**src/psc_pkg.sv**
```systemverilog
// ----------------------------------------------------------------------------
// psc_pkg: shared constants and types of the poincare section crossing block
// Widths of the fixed-point formats, defaults of the top-level parameters,
// register indexes and the state encodings of the front and back parts.
// ----------------------------------------------------------------------------
`default_nettype none

package psc_pkg;

   // defaults of the top-level parameters
   localparam int DIMENSIONS_DEFAULT  = 3;
   localparam int COORD_WIDTH_DEFAULT = 16;
   localparam int INDEX_WIDTH_DEFAULT = 32;

   // normal vector is signed Q2.14, crossing fraction is unsigned Q0.16
   localparam int NORM_W = 16;
   localparam int FRAC_W = 16;

   // side value grows by the normal width, the difference bit and the sum of three
   localparam int SIDE_GROWTH = NORM_W + 3;

   // fraction divider retires two quotient bits per cycle
   localparam int DIV_BITS_PER_STEP = 2;
   localparam int DIV_STEPS         = FRAC_W / DIV_BITS_PER_STEP;

   // depth of the job queue between front and back
   localparam int QUEUE_DEPTH = 2;

   localparam int CSR_INDEX_W = 3;

   localparam logic [NORM_W-1:0] NORMAL_Z_RESET = NORM_W'(16384);

   typedef enum logic [CSR_INDEX_W-1:0] {
      REG_PLANE_X  = 3'd0,
      REG_PLANE_Y  = 3'd1,
      REG_PLANE_Z  = 3'd2,
      REG_NORMAL_X = 3'd3,
      REG_NORMAL_Y = 3'd4,
      REG_NORMAL_Z = 3'd5
   } csr_index_type;

   typedef enum logic [2:0] {
      F_IDLE = 3'b001,
      F_MAC  = 3'b010,
      F_PUSH = 3'b100
   } front_state_type;

   typedef enum logic [4:0] {
      B_IDLE = 5'b00001,
      B_DIV  = 5'b00010,
      B_MUL  = 5'b00100,
      B_ADD  = 5'b01000,
      B_DONE = 5'b10000
   } back_state_type;

   // handshake between a producer and the job queue
   typedef struct packed {
      logic push;
      logic full;
   } queue_wr_type;

endpackage

`default_nettype wire

```
**src/poincare_section_crossing.sv**
```systemverilog
// ----------------------------------------------------------------------------
// poincare_section_crossing: hyperplane crossing detector with interpolation
// Points go in on the req_ queue port: a beat is taken when req_push is high
// and req_full is low. The front forms each side value with one
// multiply-accumulate per coordinate, then classifies it, and takes no new
// point until it is done with the last one.
// A sign change of the side value becomes a job in a two-entry queue. The
// back takes one job at a time through a radix-4 fraction divider, then one
// multiply and one add per coordinate, and waits while the previous result
// beat is still on rsp_. A result beat stays on rsp_ while rsp_empty is low
// and leaves when rsp_pop is high. A stalled receiver stops the back only;
// the front keeps taking points until a crossing finds the job queue full.
// Registers are written through csr_ (always ready) while the block is
// idle; this binds the user, the block itself does not enforce it.
// Reset (synchronous) empties the queues, clears the series state and sets
// the plane point to zero and the normal to unit z.
// ----------------------------------------------------------------------------
`default_nettype none

module poincare_section_crossing
   import psc_pkg::*;
#(
   parameter int DIMENSIONS  = DIMENSIONS_DEFAULT,
   parameter int COORD_WIDTH = COORD_WIDTH_DEFAULT,
   parameter int INDEX_WIDTH = INDEX_WIDTH_DEFAULT,
   localparam int CFG_W = (COORD_WIDTH > NORM_W) ? COORD_WIDTH : NORM_W
) (
   input  wire logic                   clock,
   input  wire logic                   reset,
   input  wire logic                   csr_valid,
   output logic                        csr_ready,
   input  wire logic [CSR_INDEX_W-1:0] csr_index,
   input  wire logic [CFG_W-1:0]       csr_wdata,
   input  wire logic                   req_push,
   output logic                        req_full,
   input  wire logic [COORD_WIDTH-1:0] req_point_x,
   input  wire logic [COORD_WIDTH-1:0] req_point_y,
   input  wire logic [COORD_WIDTH-1:0] req_point_z,
   input  wire logic                   req_start_series,
   output logic                        rsp_empty,
   input  wire logic                   rsp_pop,
   output logic      [COORD_WIDTH-1:0] rsp_cross_x,
   output logic      [COORD_WIDTH-1:0] rsp_cross_y,
   output logic      [COORD_WIDTH-1:0] rsp_cross_z,
   output logic      [INDEX_WIDTH-1:0] rsp_crossing_index,
   output logic      [FRAC_W-1:0]      rsp_crossing_fraction,
   output logic                        rsp_direction
);

   localparam int SIDE_W  = COORD_WIDTH + SIDE_GROWTH;
   localparam int POINTS_W = DIMENSIONS * COORD_WIDTH;
   localparam int JOB_W   = 2 * POINTS_W + 2 * SIDE_W + INDEX_WIDTH + 1;

   queue_wr_type job_wr;
   logic         job_full;
   logic         job_empty;
   logic         job_pop;

   logic [DIMENSIONS-1:0][COORD_WIDTH-1:0] fr_prev_point, fr_cur_point;
   logic [SIDE_W-1:0]                      fr_prev_mag, fr_cur_mag;
   logic [INDEX_WIDTH-1:0]                 fr_index;
   logic                                   fr_direction;

   logic [DIMENSIONS-1:0][COORD_WIDTH-1:0] bk_prev_point, bk_cur_point;
   logic [SIDE_W-1:0]                      bk_prev_mag, bk_cur_mag;
   logic [INDEX_WIDTH-1:0]                 bk_index;
   logic                                   bk_direction;

   logic [JOB_W-1:0] job_wr_data, job_rd_data;

   psc_front #(
      .DIMENSIONS  (DIMENSIONS),
      .COORD_WIDTH (COORD_WIDTH),
      .INDEX_WIDTH (INDEX_WIDTH)
   ) u_front (
      .clock            (clock),
      .reset            (reset),
      .csr_valid        (csr_valid),
      .csr_ready        (csr_ready),
      .csr_index        (csr_index),
      .csr_wdata        (csr_wdata),
      .req_push         (req_push),
      .req_full         (req_full),
      .req_point_x      (req_point_x),
      .req_point_y      (req_point_y),
      .req_point_z      (req_point_z),
      .req_start_series (req_start_series),
      .job_wr           (job_wr),
      .job_full         (job_full),
      .job_prev_point   (fr_prev_point),
      .job_cur_point    (fr_cur_point),
      .job_prev_mag     (fr_prev_mag),
      .job_cur_mag      (fr_cur_mag),
      .job_index        (fr_index),
      .job_direction    (fr_direction)
   );

   assign job_wr_data = {fr_prev_point, fr_cur_point, fr_prev_mag, fr_cur_mag,
                         fr_index, fr_direction};

   psc_queue #(
      .WIDTH (JOB_W)
   ) u_queue (
      .clock   (clock),
      .reset   (reset),
      .push    (job_wr.push),
      .full    (job_full),
      .wr_data (job_wr_data),
      .pop     (job_pop),
      .empty   (job_empty),
      .rd_data (job_rd_data)
   );

   assign {bk_prev_point, bk_cur_point, bk_prev_mag, bk_cur_mag,
           bk_index, bk_direction} = job_rd_data;

   psc_back #(
      .DIMENSIONS  (DIMENSIONS),
      .COORD_WIDTH (COORD_WIDTH),
      .INDEX_WIDTH (INDEX_WIDTH)
   ) u_back (
      .clock                 (clock),
      .reset                 (reset),
      .job_empty             (job_empty),
      .job_pop               (job_pop),
      .job_prev_point        (bk_prev_point),
      .job_cur_point         (bk_cur_point),
      .job_prev_mag          (bk_prev_mag),
      .job_cur_mag           (bk_cur_mag),
      .job_index             (bk_index),
      .job_direction         (bk_direction),
      .rsp_empty             (rsp_empty),
      .rsp_pop               (rsp_pop),
      .rsp_cross_x           (rsp_cross_x),
      .rsp_cross_y           (rsp_cross_y),
      .rsp_cross_z           (rsp_cross_z),
      .rsp_crossing_index    (rsp_crossing_index),
      .rsp_crossing_fraction (rsp_crossing_fraction),
      .rsp_direction         (rsp_direction)
   );

endmodule

`default_nettype wire

```
**src/psc_queue.sv**
```systemverilog
// ----------------------------------------------------------------------------
// psc_queue: short job queue between front and back
// Register-based first-in first-out queue of QUEUE_DEPTH entries with a
// fill count; the head entry is shown while the queue is not empty.
// ----------------------------------------------------------------------------
`default_nettype none

module psc_queue
   import psc_pkg::*;
#(
   parameter int WIDTH = 1,
   localparam int PTR_W = (QUEUE_DEPTH > 1) ? $clog2(QUEUE_DEPTH) : 1,
   localparam int CNT_W = $clog2(QUEUE_DEPTH + 1)
) (
   input  wire logic             clock,
   input  wire logic             reset,
   input  wire logic             push,
   output logic                  full,
   input  wire logic [WIDTH-1:0] wr_data,
   input  wire logic             pop,
   output logic                  empty,
   output logic      [WIDTH-1:0] rd_data
);

   logic [WIDTH-1:0] entries_ff [QUEUE_DEPTH];
   logic [PTR_W-1:0] wr_ptr_ff, wr_ptr_in;
   logic [PTR_W-1:0] rd_ptr_ff, rd_ptr_in;
   logic [CNT_W-1:0] count_ff, count_in;
   logic             push_ok;
   logic             pop_ok;

   assign full    = (count_ff == CNT_W'(QUEUE_DEPTH));
   assign empty   = (count_ff == '0);
   assign push_ok = push & ~full;
   assign pop_ok  = pop & ~empty;
   assign rd_data = entries_ff[rd_ptr_ff];

   always_comb begin
      wr_ptr_in = wr_ptr_ff;
      rd_ptr_in = rd_ptr_ff;
      count_in  = count_ff;
      if (push_ok) begin
         wr_ptr_in = (wr_ptr_ff == PTR_W'(QUEUE_DEPTH - 1)) ? '0 : wr_ptr_ff + 1'b1;
      end
      if (pop_ok) begin
         rd_ptr_in = (rd_ptr_ff == PTR_W'(QUEUE_DEPTH - 1)) ? '0 : rd_ptr_ff + 1'b1;
      end
      if (push_ok && !pop_ok) begin
         count_in = count_ff + 1'b1;
      end else if (pop_ok && !push_ok) begin
         count_in = count_ff - 1'b1;
      end
   end

   always_ff @(posedge clock) begin
      if (reset) begin
         wr_ptr_ff <= '0;
         rd_ptr_ff <= '0;
         count_ff  <= '0;
      end else begin
         wr_ptr_ff <= wr_ptr_in;
         rd_ptr_ff <= rd_ptr_in;
         count_ff  <= count_in;
      end
   end

   always_ff @(posedge clock) begin
      if (push_ok) begin
         entries_ff[wr_ptr_ff] <= wr_data;
      end
   end

endmodule

`default_nettype wire

```
**src/psc_front.sv**
```systemverilog
// ----------------------------------------------------------------------------
// psc_front: point intake and side classification
// Holds the plane registers, forms the side value of each point with one
// multiply-accumulate per dimension, tracks the series state and hands
// every sign change to the job queue.
// ----------------------------------------------------------------------------
`default_nettype none

module psc_front
   import psc_pkg::*;
#(
   parameter int DIMENSIONS  = DIMENSIONS_DEFAULT,
   parameter int COORD_WIDTH = COORD_WIDTH_DEFAULT,
   parameter int INDEX_WIDTH = INDEX_WIDTH_DEFAULT,
   localparam int SIDE_W = COORD_WIDTH + SIDE_GROWTH,
   localparam int CFG_W  = (COORD_WIDTH > NORM_W) ? COORD_WIDTH : NORM_W
) (
   input  wire logic                                  clock,
   input  wire logic                                  reset,
   // register writes
   input  wire logic                                  csr_valid,
   output logic                                       csr_ready,
   input  wire logic [CSR_INDEX_W-1:0]                csr_index,
   input  wire logic [CFG_W-1:0]                      csr_wdata,
   // points
   input  wire logic                                  req_push,
   output logic                                       req_full,
   input  wire logic [COORD_WIDTH-1:0]                req_point_x,
   input  wire logic [COORD_WIDTH-1:0]                req_point_y,
   input  wire logic [COORD_WIDTH-1:0]                req_point_z,
   input  wire logic                                  req_start_series,
   // crossing jobs
   output queue_wr_type                               job_wr,
   input  wire logic                                  job_full,
   output logic      [DIMENSIONS-1:0][COORD_WIDTH-1:0] job_prev_point,
   output logic      [DIMENSIONS-1:0][COORD_WIDTH-1:0] job_cur_point,
   output logic      [SIDE_W-1:0]                     job_prev_mag,
   output logic      [SIDE_W-1:0]                     job_cur_mag,
   output logic      [INDEX_WIDTH-1:0]                job_index,
   output logic                                       job_direction
);

   localparam int DIM_W  = $clog2(DIMENSIONS);
   localparam int DIFF_W = COORD_WIDTH + 1;
   localparam int MAC_W  = NORM_W + DIFF_W;

   logic [2:0][COORD_WIDTH-1:0] plane_ff;
   logic [2:0][NORM_W-1:0]      normal_ff;
   logic [2:0][COORD_WIDTH-1:0] point_port;

   front_state_type state_ff, state_in;

   logic [DIMENSIONS-1:0][COORD_WIDTH-1:0] point_ff, prev_point_ff;
   logic [DIMENSIONS-1:0][COORD_WIDTH-1:0] plane_use;
   logic [DIMENSIONS-1:0][NORM_W-1:0]      normal_use;
   logic                                   start_ff;
   logic [DIM_W-1:0]                       dim_ff, dim_in;
   logic signed [SIDE_W-1:0]               acc_ff, acc_in;
   logic signed [SIDE_W-1:0]               prev_side_ff;
   logic [INDEX_WIDTH-1:0]                 sample_index_ff;
   logic                                   have_prev_ff;

   logic signed [DIFF_W-1:0] mac_diff;
   logic signed [MAC_W-1:0]  mac_prod;
   logic                     accept;
   logic                     first;
   logic                     prev_pos, prev_neg, cur_pos, cur_neg;
   logic                     crossing;
   logic                     retire;

   assign csr_ready = 1'b1;

   always_ff @(posedge clock) begin
      if (reset) begin
         plane_ff  <= '0;
         normal_ff <= {NORMAL_Z_RESET, {(2*NORM_W){1'b0}}};
      end else if (csr_valid) begin
         unique case (csr_index)
            REG_PLANE_X:  plane_ff[0]  <= csr_wdata[COORD_WIDTH-1:0];
            REG_PLANE_Y:  plane_ff[1]  <= csr_wdata[COORD_WIDTH-1:0];
            REG_PLANE_Z:  plane_ff[2]  <= csr_wdata[COORD_WIDTH-1:0];
            REG_NORMAL_X: normal_ff[0] <= csr_wdata[NORM_W-1:0];
            REG_NORMAL_Y: normal_ff[1] <= csr_wdata[NORM_W-1:0];
            REG_NORMAL_Z: normal_ff[2] <= csr_wdata[NORM_W-1:0];
            default: ;
         endcase
      end
   end

   assign point_port = {req_point_z, req_point_y, req_point_x};

   always_comb begin
      for (int i = 0; i < DIMENSIONS; i++) begin
         plane_use[i]  = plane_ff[i];
         normal_use[i] = normal_ff[i];
      end
   end

   // one dimension of the dot product per cycle
   assign mac_diff = $signed({point_ff[dim_ff][COORD_WIDTH-1], point_ff[dim_ff]})
                   - $signed({plane_use[dim_ff][COORD_WIDTH-1], plane_use[dim_ff]});
   assign mac_prod = $signed(normal_use[dim_ff]) * mac_diff;

   assign accept   = req_push & ~req_full;
   assign req_full = (state_ff != F_IDLE);

   assign first    = start_ff | ~have_prev_ff;
   assign prev_neg = prev_side_ff[SIDE_W-1];
   assign prev_pos = ~prev_neg & (prev_side_ff != '0);
   assign cur_neg  = acc_ff[SIDE_W-1];
   assign cur_pos  = ~cur_neg & (acc_ff != '0);
   assign crossing = ~first & ((prev_pos & cur_neg) | (prev_neg & cur_pos));
   assign retire   = (state_ff == F_PUSH) & ~(crossing & job_full);

   assign job_wr.push    = (state_ff == F_PUSH) & crossing & ~job_full;
   assign job_wr.full    = job_full;
   assign job_prev_point = prev_point_ff;
   assign job_cur_point  = point_ff;
   assign job_prev_mag   = prev_neg ? SIDE_W'(-prev_side_ff) : SIDE_W'(prev_side_ff);
   assign job_cur_mag    = cur_neg ? SIDE_W'(-acc_ff) : SIDE_W'(acc_ff);
   assign job_index      = sample_index_ff;
   assign job_direction  = prev_pos;

   always_comb begin
      state_in = state_ff;
      dim_in   = dim_ff;
      acc_in   = acc_ff;
      unique case (state_ff)
         F_IDLE: begin
            if (accept) begin
               dim_in   = '0;
               acc_in   = '0;
               state_in = F_MAC;
            end
         end
         F_MAC: begin
            acc_in = acc_ff + SIDE_W'(mac_prod);
            if (dim_ff == DIM_W'(DIMENSIONS - 1)) begin
               state_in = F_PUSH;
            end else begin
               dim_in = dim_ff + 1'b1;
            end
         end
         F_PUSH: begin
            if (retire) begin
               state_in = F_IDLE;
            end
         end
         default: state_in = F_IDLE;
      endcase
   end

   always_ff @(posedge clock) begin
      if (reset) begin
         state_ff        <= F_IDLE;
         prev_point_ff   <= '0;
         prev_side_ff    <= '0;
         sample_index_ff <= '0;
         have_prev_ff    <= 1'b0;
      end else begin
         state_ff <= state_in;
         if (retire) begin
            prev_point_ff <= point_ff;
            prev_side_ff  <= acc_ff;
            have_prev_ff  <= 1'b1;
            if (first) begin
               sample_index_ff <= '0;
            end else if (sample_index_ff != '1) begin
               sample_index_ff <= sample_index_ff + 1'b1;
            end
         end
      end
   end

   always_ff @(posedge clock) begin
      dim_ff <= dim_in;
      acc_ff <= acc_in;
      if (accept) begin
         start_ff <= req_start_series;
         for (int i = 0; i < DIMENSIONS; i++) begin
            point_ff[i] <= point_port[i];
         end
      end
   end

endmodule

`default_nettype wire

```
**src/psc_back.sv**
```systemverilog
// ----------------------------------------------------------------------------
// psc_back: crossing fraction and interpolated point
// Takes one crossing job at a time, divides the earlier side magnitude by
// the sum of both with a radix-4 restoring divider, interpolates each
// coordinate with one multiply and one add, and holds the result beat.
// ----------------------------------------------------------------------------
`default_nettype none

module psc_back
   import psc_pkg::*;
#(
   parameter int DIMENSIONS  = DIMENSIONS_DEFAULT,
   parameter int COORD_WIDTH = COORD_WIDTH_DEFAULT,
   parameter int INDEX_WIDTH = INDEX_WIDTH_DEFAULT,
   localparam int SIDE_W = COORD_WIDTH + SIDE_GROWTH
) (
   input  wire logic                                  clock,
   input  wire logic                                  reset,
   // crossing jobs
   input  wire logic                                  job_empty,
   output logic                                       job_pop,
   input  wire logic [DIMENSIONS-1:0][COORD_WIDTH-1:0] job_prev_point,
   input  wire logic [DIMENSIONS-1:0][COORD_WIDTH-1:0] job_cur_point,
   input  wire logic [SIDE_W-1:0]                     job_prev_mag,
   input  wire logic [SIDE_W-1:0]                     job_cur_mag,
   input  wire logic [INDEX_WIDTH-1:0]                job_index,
   input  wire logic                                  job_direction,
   // results
   output logic                                       rsp_empty,
   input  wire logic                                  rsp_pop,
   output logic      [COORD_WIDTH-1:0]                rsp_cross_x,
   output logic      [COORD_WIDTH-1:0]                rsp_cross_y,
   output logic      [COORD_WIDTH-1:0]                rsp_cross_z,
   output logic      [INDEX_WIDTH-1:0]                rsp_crossing_index,
   output logic      [FRAC_W-1:0]                     rsp_crossing_fraction,
   output logic                                       rsp_direction
);

   localparam int DEN_W  = SIDE_W + 1;
   localparam int STEP_W = $clog2(DIV_STEPS);
   localparam int DIM_W  = $clog2(DIMENSIONS);
   localparam int DIFF_W = COORD_WIDTH + 1;
   localparam int PROD_W = DIFF_W + FRAC_W + 1;

   back_state_type state_ff, state_in;

   logic [DIMENSIONS-1:0][COORD_WIDTH-1:0] prev_ff, cur_ff, cross_ff;
   logic [DEN_W-1:0]        den_ff;
   logic [DEN_W-1:0]        rem_ff;
   logic [FRAC_W-1:0]       quo_ff;
   logic [STEP_W-1:0]       step_ff;
   logic [DIM_W-1:0]        dim_ff;
   logic signed [PROD_W-1:0] prod_ff;
   logic [INDEX_WIDTH-1:0]  index_ff;
   logic                    dir_ff;
   logic                    out_valid_ff;

   logic [DEN_W:0]           rem_sh1, rem_sh2;
   logic [DEN_W-1:0]         rem_1, rem_2;
   logic                     bit_1, bit_2;
   logic signed [DIFF_W-1:0] interp_diff;
   logic signed [FRAC_W:0]   frac_s;
   logic signed [PROD_W-1:0] prev_ext;
   logic signed [PROD_W-1:0] interp_sum;
   logic                     load_out;

   // two restoring division steps per cycle
   assign rem_sh1 = {rem_ff, 1'b0};
   assign bit_1   = (rem_sh1 >= {1'b0, den_ff});
   assign rem_1   = bit_1 ? DEN_W'(rem_sh1 - {1'b0, den_ff}) : DEN_W'(rem_sh1);
   assign rem_sh2 = {rem_1, 1'b0};
   assign bit_2   = (rem_sh2 >= {1'b0, den_ff});
   assign rem_2   = bit_2 ? DEN_W'(rem_sh2 - {1'b0, den_ff}) : DEN_W'(rem_sh2);

   assign interp_diff = $signed({cur_ff[dim_ff][COORD_WIDTH-1], cur_ff[dim_ff]})
                      - $signed({prev_ff[dim_ff][COORD_WIDTH-1], prev_ff[dim_ff]});
   assign frac_s      = $signed({1'b0, quo_ff});
   assign prev_ext    = $signed({{(PROD_W-COORD_WIDTH){prev_ff[dim_ff][COORD_WIDTH-1]}},
                                 prev_ff[dim_ff]});
   // arithmetic shift gives the floor of the scaled step
   assign interp_sum  = prev_ext + (prod_ff >>> FRAC_W);

   assign job_pop  = (state_ff == B_IDLE) & ~job_empty;
   assign load_out = (state_ff == B_DONE) & ~out_valid_ff;

   always_comb begin
      state_in = state_ff;
      unique case (state_ff)
         B_IDLE: if (!job_empty) state_in = B_DIV;
         B_DIV: begin
            if (step_ff == STEP_W'(DIV_STEPS - 1)) begin
               state_in = B_MUL;
            end
         end
         B_MUL: state_in = B_ADD;
         B_ADD: begin
            state_in = (dim_ff == DIM_W'(DIMENSIONS - 1)) ? B_DONE : B_MUL;
         end
         B_DONE: if (load_out) state_in = B_IDLE;
         default: state_in = B_IDLE;
      endcase
   end

   always_ff @(posedge clock) begin
      if (reset) begin
         state_ff     <= B_IDLE;
         out_valid_ff <= 1'b0;
      end else begin
         state_ff <= state_in;
         if (load_out) begin
            out_valid_ff <= 1'b1;
         end else if (rsp_pop) begin
            out_valid_ff <= 1'b0;
         end
      end
   end

   always_ff @(posedge clock) begin
      unique case (state_ff)
         B_IDLE: begin
            if (job_pop) begin
               prev_ff  <= job_prev_point;
               cur_ff   <= job_cur_point;
               den_ff   <= {1'b0, job_prev_mag} + {1'b0, job_cur_mag};
               rem_ff   <= {1'b0, job_prev_mag};
               quo_ff   <= '0;
               step_ff  <= '0;
               index_ff <= job_index;
               dir_ff   <= job_direction;
            end
         end
         B_DIV: begin
            rem_ff  <= rem_2;
            quo_ff  <= {quo_ff[FRAC_W-3:0], bit_1, bit_2};
            step_ff <= step_ff + 1'b1;
            dim_ff  <= '0;
         end
         B_MUL: prod_ff <= interp_diff * frac_s;
         B_ADD: begin
            cross_ff[dim_ff] <= interp_sum[COORD_WIDTH-1:0];
            if (dim_ff != DIM_W'(DIMENSIONS - 1)) begin
               dim_ff <= dim_ff + 1'b1;
            end
         end
         B_DONE: ;
         default: ;
      endcase
   end

   // result beat register
   always_ff @(posedge clock) begin
      if (load_out) begin
         rsp_cross_x           <= cross_ff[0];
         rsp_cross_y           <= cross_ff[1];
         rsp_crossing_index    <= index_ff;
         rsp_crossing_fraction <= quo_ff;
         rsp_direction         <= dir_ff;
      end
   end

   generate
      if (DIMENSIONS > 2) begin : g_z
         always_ff @(posedge clock) begin
            if (load_out) begin
               rsp_cross_z <= cross_ff[DIMENSIONS-1];
            end
         end
      end else begin : g_no_z
         assign rsp_cross_z = '0;
      end
   endgenerate

   assign rsp_empty = ~out_valid_ff;

endmodule

`default_nettype wire

```
**config.mk**
```make
export PLATFORM = sky130hd
export DESIGN_NAME = poincare_section_crossing
export DESIGN_NICKNAME = d
export VERILOG_FILES = /design/src/psc_pkg.sv /design/src/poincare_section_crossing.sv /design/src/psc_queue.sv /design/src/psc_front.sv /design/src/psc_back.sv
export SDC_FILE = /design/constraint.sdc
export NUM_CORES = 2
export LEC_CHECK = 0
export ABC_CLOCK_PERIOD_IN_PS = 11220
export BUFFER_PORTS_ARGS = -buffer_cell sky130_fd_sc_hd__buf_2
export CAP_MARGIN = 20
export CORE_UTILIZATION = 53
export DETAILED_ROUTE_END_ITERATION = 8
export PLACE_DENSITY = 0.72
export RECOVER_POWER = 25
export SYNTH_ARGS = -nofsm -noshare
export SYNTH_HDL_FRONTEND = slang
export SYNTH_SLANG_ARGS = --single-unit
```
**constraint.sdc**
```tcl
create_clock -name clock -period 11.22 [get_ports clock]
set_input_delay 1.122 -clock clock [delete_from_list [all_inputs] [get_ports clock]]
set_output_delay 1.122 -clock clock [all_outputs]
set_load 0.01 [all_outputs]
```
; Word level (Yosys, flattened, before mapping)
; Memory sizes are Yosys's and may differ from the RTL's. A register that Yosys moved wholly into a read port is not among the register bits.
; Index checks and enable logic that the tools add are counted.
[word_totals]
elab_cells = 206
n_memories = 1
mem_bits_rw = 398
ff_bits = 710
[mem_list]
columns = name, words, width, rd, rd_clocked_by_memory_dff, write_ports, line
row1 = u_queue.entries_ff, 2, 199, 1, 1, 1, psc_queue.sv:25  ; logic [WIDTH-1:0] entries_ff [QUEUE_DEPTH];
[classes]
n_bitwise = 25
n_mux = 51
n_reduce_logical = 29
magnitude_cmp = 5
eq_ne = 29
add_sub_neg = 17
multipliers = 2
[ops]
columns = op, n
row1 = 16-bit binary-select mux with 2-bit select, 5
row2 = 16-bit two-way mux, 7
row3 = 36-bit two-way mux, 3
row4 = 35-bit two-way mux, 3
row5 = 37-bit by 36-bit >= comparator with 1-bit output, 2
row6 = 36-bit one-hot mux with 2 select lines, 1
row7 = 36-bit subtractor, 2
row8 = 35-bit negator, 2
row9 = 35-bit one-hot mux with 2 select lines, 1
row10 = 35-bit nonzero test, 2
row11 = 32-bit two-way mux, 2
row12 = 48-bit bitwise mux, 1
row13 = 35-bit by 35-bit adder with 36-bit output, 1
row14 = 35-bit by 33-bit adder with 35-bit output, 1
row15 = 16-bit by 16-bit subtractor with 17-bit output, 2
row16 = 16-bit by 17-bit multiplier with 33-bit output, 1
row17 = 32-bit by 1-bit adder with 32-bit output (second input constant), 1
row18 = 16-bit demux with 2-bit select, 1
row19 = 17-bit by 17-bit multiplier with 32-bit output, 1
row20 = 32-bit inequality test (second input constant), 1
row21 = 16-bit one-hot mux with 2 select lines, 1
row22 = 5-bit one-hot mux with 5 select lines, 1
row23 = 2-bit AND reduction, 11
row24 = 5-bit two-way mux, 4
row25 = 34 further kinds, 101

; Logic depth before layout (Yosys ltp)
[depth]
depth_word = 12
mapped_depth = 41
mapped_depth_nobuf = 39

; Modules after synthesis
; From an unflattened synthesis, not the netlist that was laid out.
[hier_totals]
cells_unflattened = 6361
area_unflattened_um2 = 70792.9
[modules_own_cells]
columns = mod, n_inst, cells_per_inst, area_each_um2
row1 = psc_back, 1, 2800, 30287.8
row2 = psc_front, 1, 2917, 25524.5
row3 = psc_queue, 1, 644, 14980.6

; Worst setup path after synthesis
; No wires, ideal clock.
[synth_path]
path_type = reg-to-reg
startpoint = register u_front.acc_ff[0]
endpoint = memory u_queue.entries_ff[0][0] in the netlist's numbering, enable pin
setup_ns = 0.785
stages_incl_launch_ff = 9
required_ns = 10.435
t_arrival_ns = 10.581
path_slack_ns = -0.147
period_less_slack_ns = 11.367
cell_sequence = edfxtp_1 > inv_1 > ha_1 > nand4b_1 > nor4_1 > a311oi_1 > o21a_1 > nor3b_1 > nor2b_1
[synth_between]
elab_chain_len = 10
[synth_lines]
columns = item, line
row1 = "start, declared", psc_front.sv:58  ; logic signed [SIDE_W-1:0] acc_ff, acc_in;
row2 = "start signal, assigned", psc_front.sv:177  ; acc_ff <= acc_in;
row3 = 35-bit nonzero test, psc_front.sv:111  ; assign cur_pos = ~cur_neg & (acc_ff != '0);
row4 = 1-bit AND, psc_front.sv:111
row5 = 1-bit AND, psc_front.sv:112  ; assign crossing = ~first & ((prev_pos & cur_neg) | (prev_neg & cur_pos));
row6 = 1-bit OR, psc_front.sv:112
row7 = 1-bit AND, psc_front.sv:112
row8 = 1-bit AND (2 in series), psc_front.sv:115  ; assign job_wr.push = (state_ff == F_PUSH) & crossing & ~job_full;
row9 = 1-bit AND, psc_queue.sv:34  ; assign push_ok = push & ~full;
row10 = via u_queue.push_ok, psc_queue.sv:29  ; logic push_ok;
row11 = 1-bit two-way mux, psc_queue.sv:68  ; if (push_ok) begin
row12 = 1-bit two-way mux (not written as such), psc_queue.sv:69  ; entries_ff[wr_ptr_ff] <= wr_data;
row13 = "end, declared", psc_queue.sv:25
; The timed path passes the listed nets, and every way through them passes these cells.

; Final worst setup path
[layout_path]
startpoint = register u_back.dim_ff[0]
endpoint = register u_back.prod_ff[31] (data pin)
[layout_between]
elab_chain_len = 4
word_cells_on_any_way = 6
classes_between = add/sub: 1 / mul: 1 / mux: 4
[layout_lines]
columns = item, line
row1 = "start, declared", psc_back.sv:52  ; logic [DIM_W-1:0] dim_ff;
row2 = "start signal, assigned", psc_back.sv:142  ; dim_ff <= dim_ff + 1'b1;
row3 = "16-bit binary-select mux with 2-bit select, on equally long branches", "psc_back.sv:75, psc_back.sv:76"
row4 = "16-bit two-way mux, on equally long branches", n/a
row5 = 16-bit by 16-bit subtractor with 17-bit output *, psc_back.sv:76  ; - $signed({prev_ff[dim_ff][COORD_WIDTH-1], prev_ff[dim_ff]});
row6 = 17-bit by 17-bit multiplier with 32-bit output *, psc_back.sv:138  ; B_MUL: prod_ff <= interp_diff * frac_s;
row7 = "end signal, assigned", psc_back.sv:138
row8 = "end, declared", psc_back.sv:53  ; logic signed [PROD_W-1:0] prod_ff;
; Mark *: on every way between the ends. The rest lies on a longest branch, timed or not. The select of a mux whose other input is x is not followed.
; A chain may end at the register's enable or synchronous reset.

==> summary.md <==
| Metric | Value |
|---|---|
| Status | `complete, but fails checks` |
| Violated checks | `capacitance limit, slew limit` |
| Clock net sink count | `between 1,000 and 1,500` |
| Top FF cell, synth | `edfxtp_1` |
| Leading post-synthesis cells by cell area | `edfxtp_1 37%, fa_1 17%, dfxtp_1 6.5%` |
| Top post-synthesis cells by count | `867 x edfxtp_1, 866 x inv_1, 774 x nand2_1, 584 x fa_1, 430 x nor2_1` |
| Post-DP HPWL | `125,000 um` |
| Final Hold Fails | `0` |
| First-pass detailed-route iteration total | `6` |
| Syn avg cell area | `roughly 11 um^2` |
| CTS Hold Bufs | `0` |
| Number of buffers created by CTS | `111` |
| Crit path max-delay cell type | `xnor2_1` |
| Final WL | `around 170,000 um` |
| Crit path capture type | `flip-flop` |
| CTS-repair resized insts | `0` |
| I/O Buffers | `171` |
| Rows | `approximately 130` |
| Largest net degree at the start of global routing | `about 100` |
| Die ar. | `~0.13 mm^2` |
| Count leader, synth | `edfxtp_1` |
| Worst-path clk slew | `around 0.070 ns` |
| Die width | `366 um` |
| Max Root-Sink Buffers | `3` |
| Gp weighted congestion | `~0.93` |
| Worst-Skew Late Latency | `0.77 ns` |
| Starting Density | `roughly 53%` |
| Post-synthesis cell count | `6,390` |
| Fillers | `~11,000` |
| Final Max Slew Viols | `about 400` |
| Initial antenna violation count | `2` |
| Root buf cell | `clkbuf_16` |
| Total gr overflow | `0` |
| Drt wl/cell | `slightly above 20 um` |
| Setup total negative slack | `0 ns` |
| Synth Area in Adders | `a little under a quarter` |
| Synth unique cells | `75` |
| Synth-to-Final Area Change | `9.82%` |
| DR vias/cell | `5.59` |
| Syn_nets | `7,400` |
| Synth warn | `0` |
| DRC violations left | `0` |
| Final ANT Viol Nets | `0` |
| Synth Cell Area | `0.0701 mm^2` |
| Synthesized flop and latch total | `1,093` |
| Setup violations, final | `0` |
| Routed vias | `about 47,000` |
| Skew final | `between 0.09 and 0.1 ns` |
| CP Max Fanout | `19` |
| Synth area leader | `edfxtp_1` |
| Area taken by multi-input logic gates | `~0.036 mm^2` |
| Layout cells sized above 1 | `approximately a tenth` |
| Height of the die | `about 370 um` |
| CTS tree | `built` |
| Simple-gate share of the synthesized area | `between 10% and 20%` |
| Crit share post-route | `92.1%` |
| Multiplexer area fraction after synthesis | `4.93%` |
| Largest incremental delay on the critical path | `about 0.81 ns` |
| Slew @ Worst Pin | `about 4.3 ns` |
| Critical Path RT | `between 10 and 15 ns` |
| Async SR Flop Fraction | `0%` |
| Post-CTS setup buffer count | `0` |
| First-pass GRT wire length | `between 200,000 and 300,000 um` |
| Synth Area in XOR/XNOR | `around 3.6%` |
| Vias in the first global route | `around 48,000` |
| Largest family of logic cells by synthesized area | `adder cells` |
| Total GRT Usage | `25.5%` |
| Core ar. | `0.131 mm^2` |
| Total of max-cap violations | `8` |
| Sequential Area | `0.0306 mm^2` |
| Sequential area share after synthesis | `between 40% and 50%` |
| Crit path launch type | `flip-flop` |
| DR iter-0 viols | `about 3,600` |
| Arr. time, crit path | `roughly 11 ns` |
| RSZ-0062 raised after global routing | `false` |
| EDFF count, synth | `roughly 870` |
| Fmax | `96.8 MHz` |
| Layout Nets | `roughly 7,600` |
| Critical path type | `flip-flop to flip-flop` |
| Slew headroom | `-186%` |
| # IOs | `approximately 170` |
| Compound-Gate Fraction of Synth Area | `7.54%` |
| Synth top area share | `37.1%` |
| Final min period | `roughly 10 ns` |
| CTS H-tree lvls | `3` |
| Top cell by count, worst path | `fa_1` |
| Hold WC Path Type | `flip-flop to flip-flop` |
logic make-up after synthesis:
kind of cell	count (synthesis)
DFF	1093
adders and majority gates	937
muxes	318
other	1
AOI/OAI and AO/OA	879
buffers and inverters	1091
and+or+nand+nor	1785
xor gates and xnor gates	286
worst paths after layout:
check	startpoint	slack, ns	depth (start not counted)	end
worst max-delay path	u_back.dim_ff[0]$_SDFFCE_PN0P_	0.89	33	u_back.prod_ff[31]$_DFFE_PP_
worst min-delay path	u_back.cross_ff[29]$_DFFE_PP_	0.38	0	u_back.rsp_cross_y[13]$_DFFE_PP_
worst max register to register	u_back.dim_ff[0]$_SDFFCE_PN0P_	0.89	33	u_back.prod_ff[31]$_DFFE_PP_
worst min register to register	u_back.cross_ff[29]$_DFFE_PP_	0.38	0	u_back.rsp_cross_y[13]$_DFFE_PP_
worst max-delay path: cells and delay by family (launching register included):
kind	cells	cell delay, ns
compound gates	12	2.68
xor+xnor	2	0.89
fa+ha+maj	9	3.97
buf+inv	4	0.56
flops	1	0.49
mux	1	0.24
simple gates	5	1.13
cells in the final DEF (no fill, tap or decap), types with 159 or more instances in the layout:
master and n:
a21oi_1 387, nor2_1 427, xnor2_1 194, mux2_2 221, inv_1 865, fa_1 584, ha_1 353, dfxtp_1 226
o21ai_0 159, nand2_1 772, edfxtp_1 867
metrics by stage:
stage          cells  setup WS [ns]  util, %  cell area (um^2)  hold slack [ns]
3_3_place_gp    8178           1.25     55.6             73000            0.401
4_1_cts         8389          0.852     58.7             77000            0.366
5_1_grt         8395          0.326     58.7             77000            0.366
3_5_place_dp    8179          0.989     55.6             73100            0.405
6_report        8397          0.892     58.7             77000            0.385
2_1_floorplan   6390           1.69        -             70100            0.400
state kept, by name (all words and copies together) (netlist names), 32 cells and up, named ones only:
name	cells
u_front.job_prev_point	48
u_front.prev_side_ff	35
u_back.rem_ff	36
u_front.job_cur_point	48
u_front.job_index	32
u_back.cur_ff	48
u_back.den_ff	36
u_back.rsp_crossing_index	32
u_queue.entries_ff	398
u_front.plane_ff	48
u_back.prev_ff	48
u_back.cross_ff	48
u_front.acc_ff	35
u_back.index_ff	32
u_front.normal_ff	48
layer usage:
metal / up-vias / global-route usage, % / wire, um
li1: 21668 / - / -
met1: 23265 / 34.9 / 73000
met2: 1675 / 41.8 / 80400
met3: 318 / 4.27 / 12400
met4: 2 / 7.87 / 5100
met5: - / 0 / 11
layout make-up:
| type | instances | share of cell area [%] |
|---|---|---|
| multi-input combinational | 4206 | 46.1 |
| sequential | 1093 | 39.7 |
| inverter | 866 | 4.23 |
| clock buffer | 148 | 4.05 |
| tap | 1755 | 2.85 |
| timing repair buffer | 265 | 1.93 |
| clock inverter | 62 | 1.14 |
| antenna | 2 | 0.00650 |
Power is left out: the tool's default activity adds up to more than one toggle a clock period on the data nets, which glitch-free logic cannot reach.
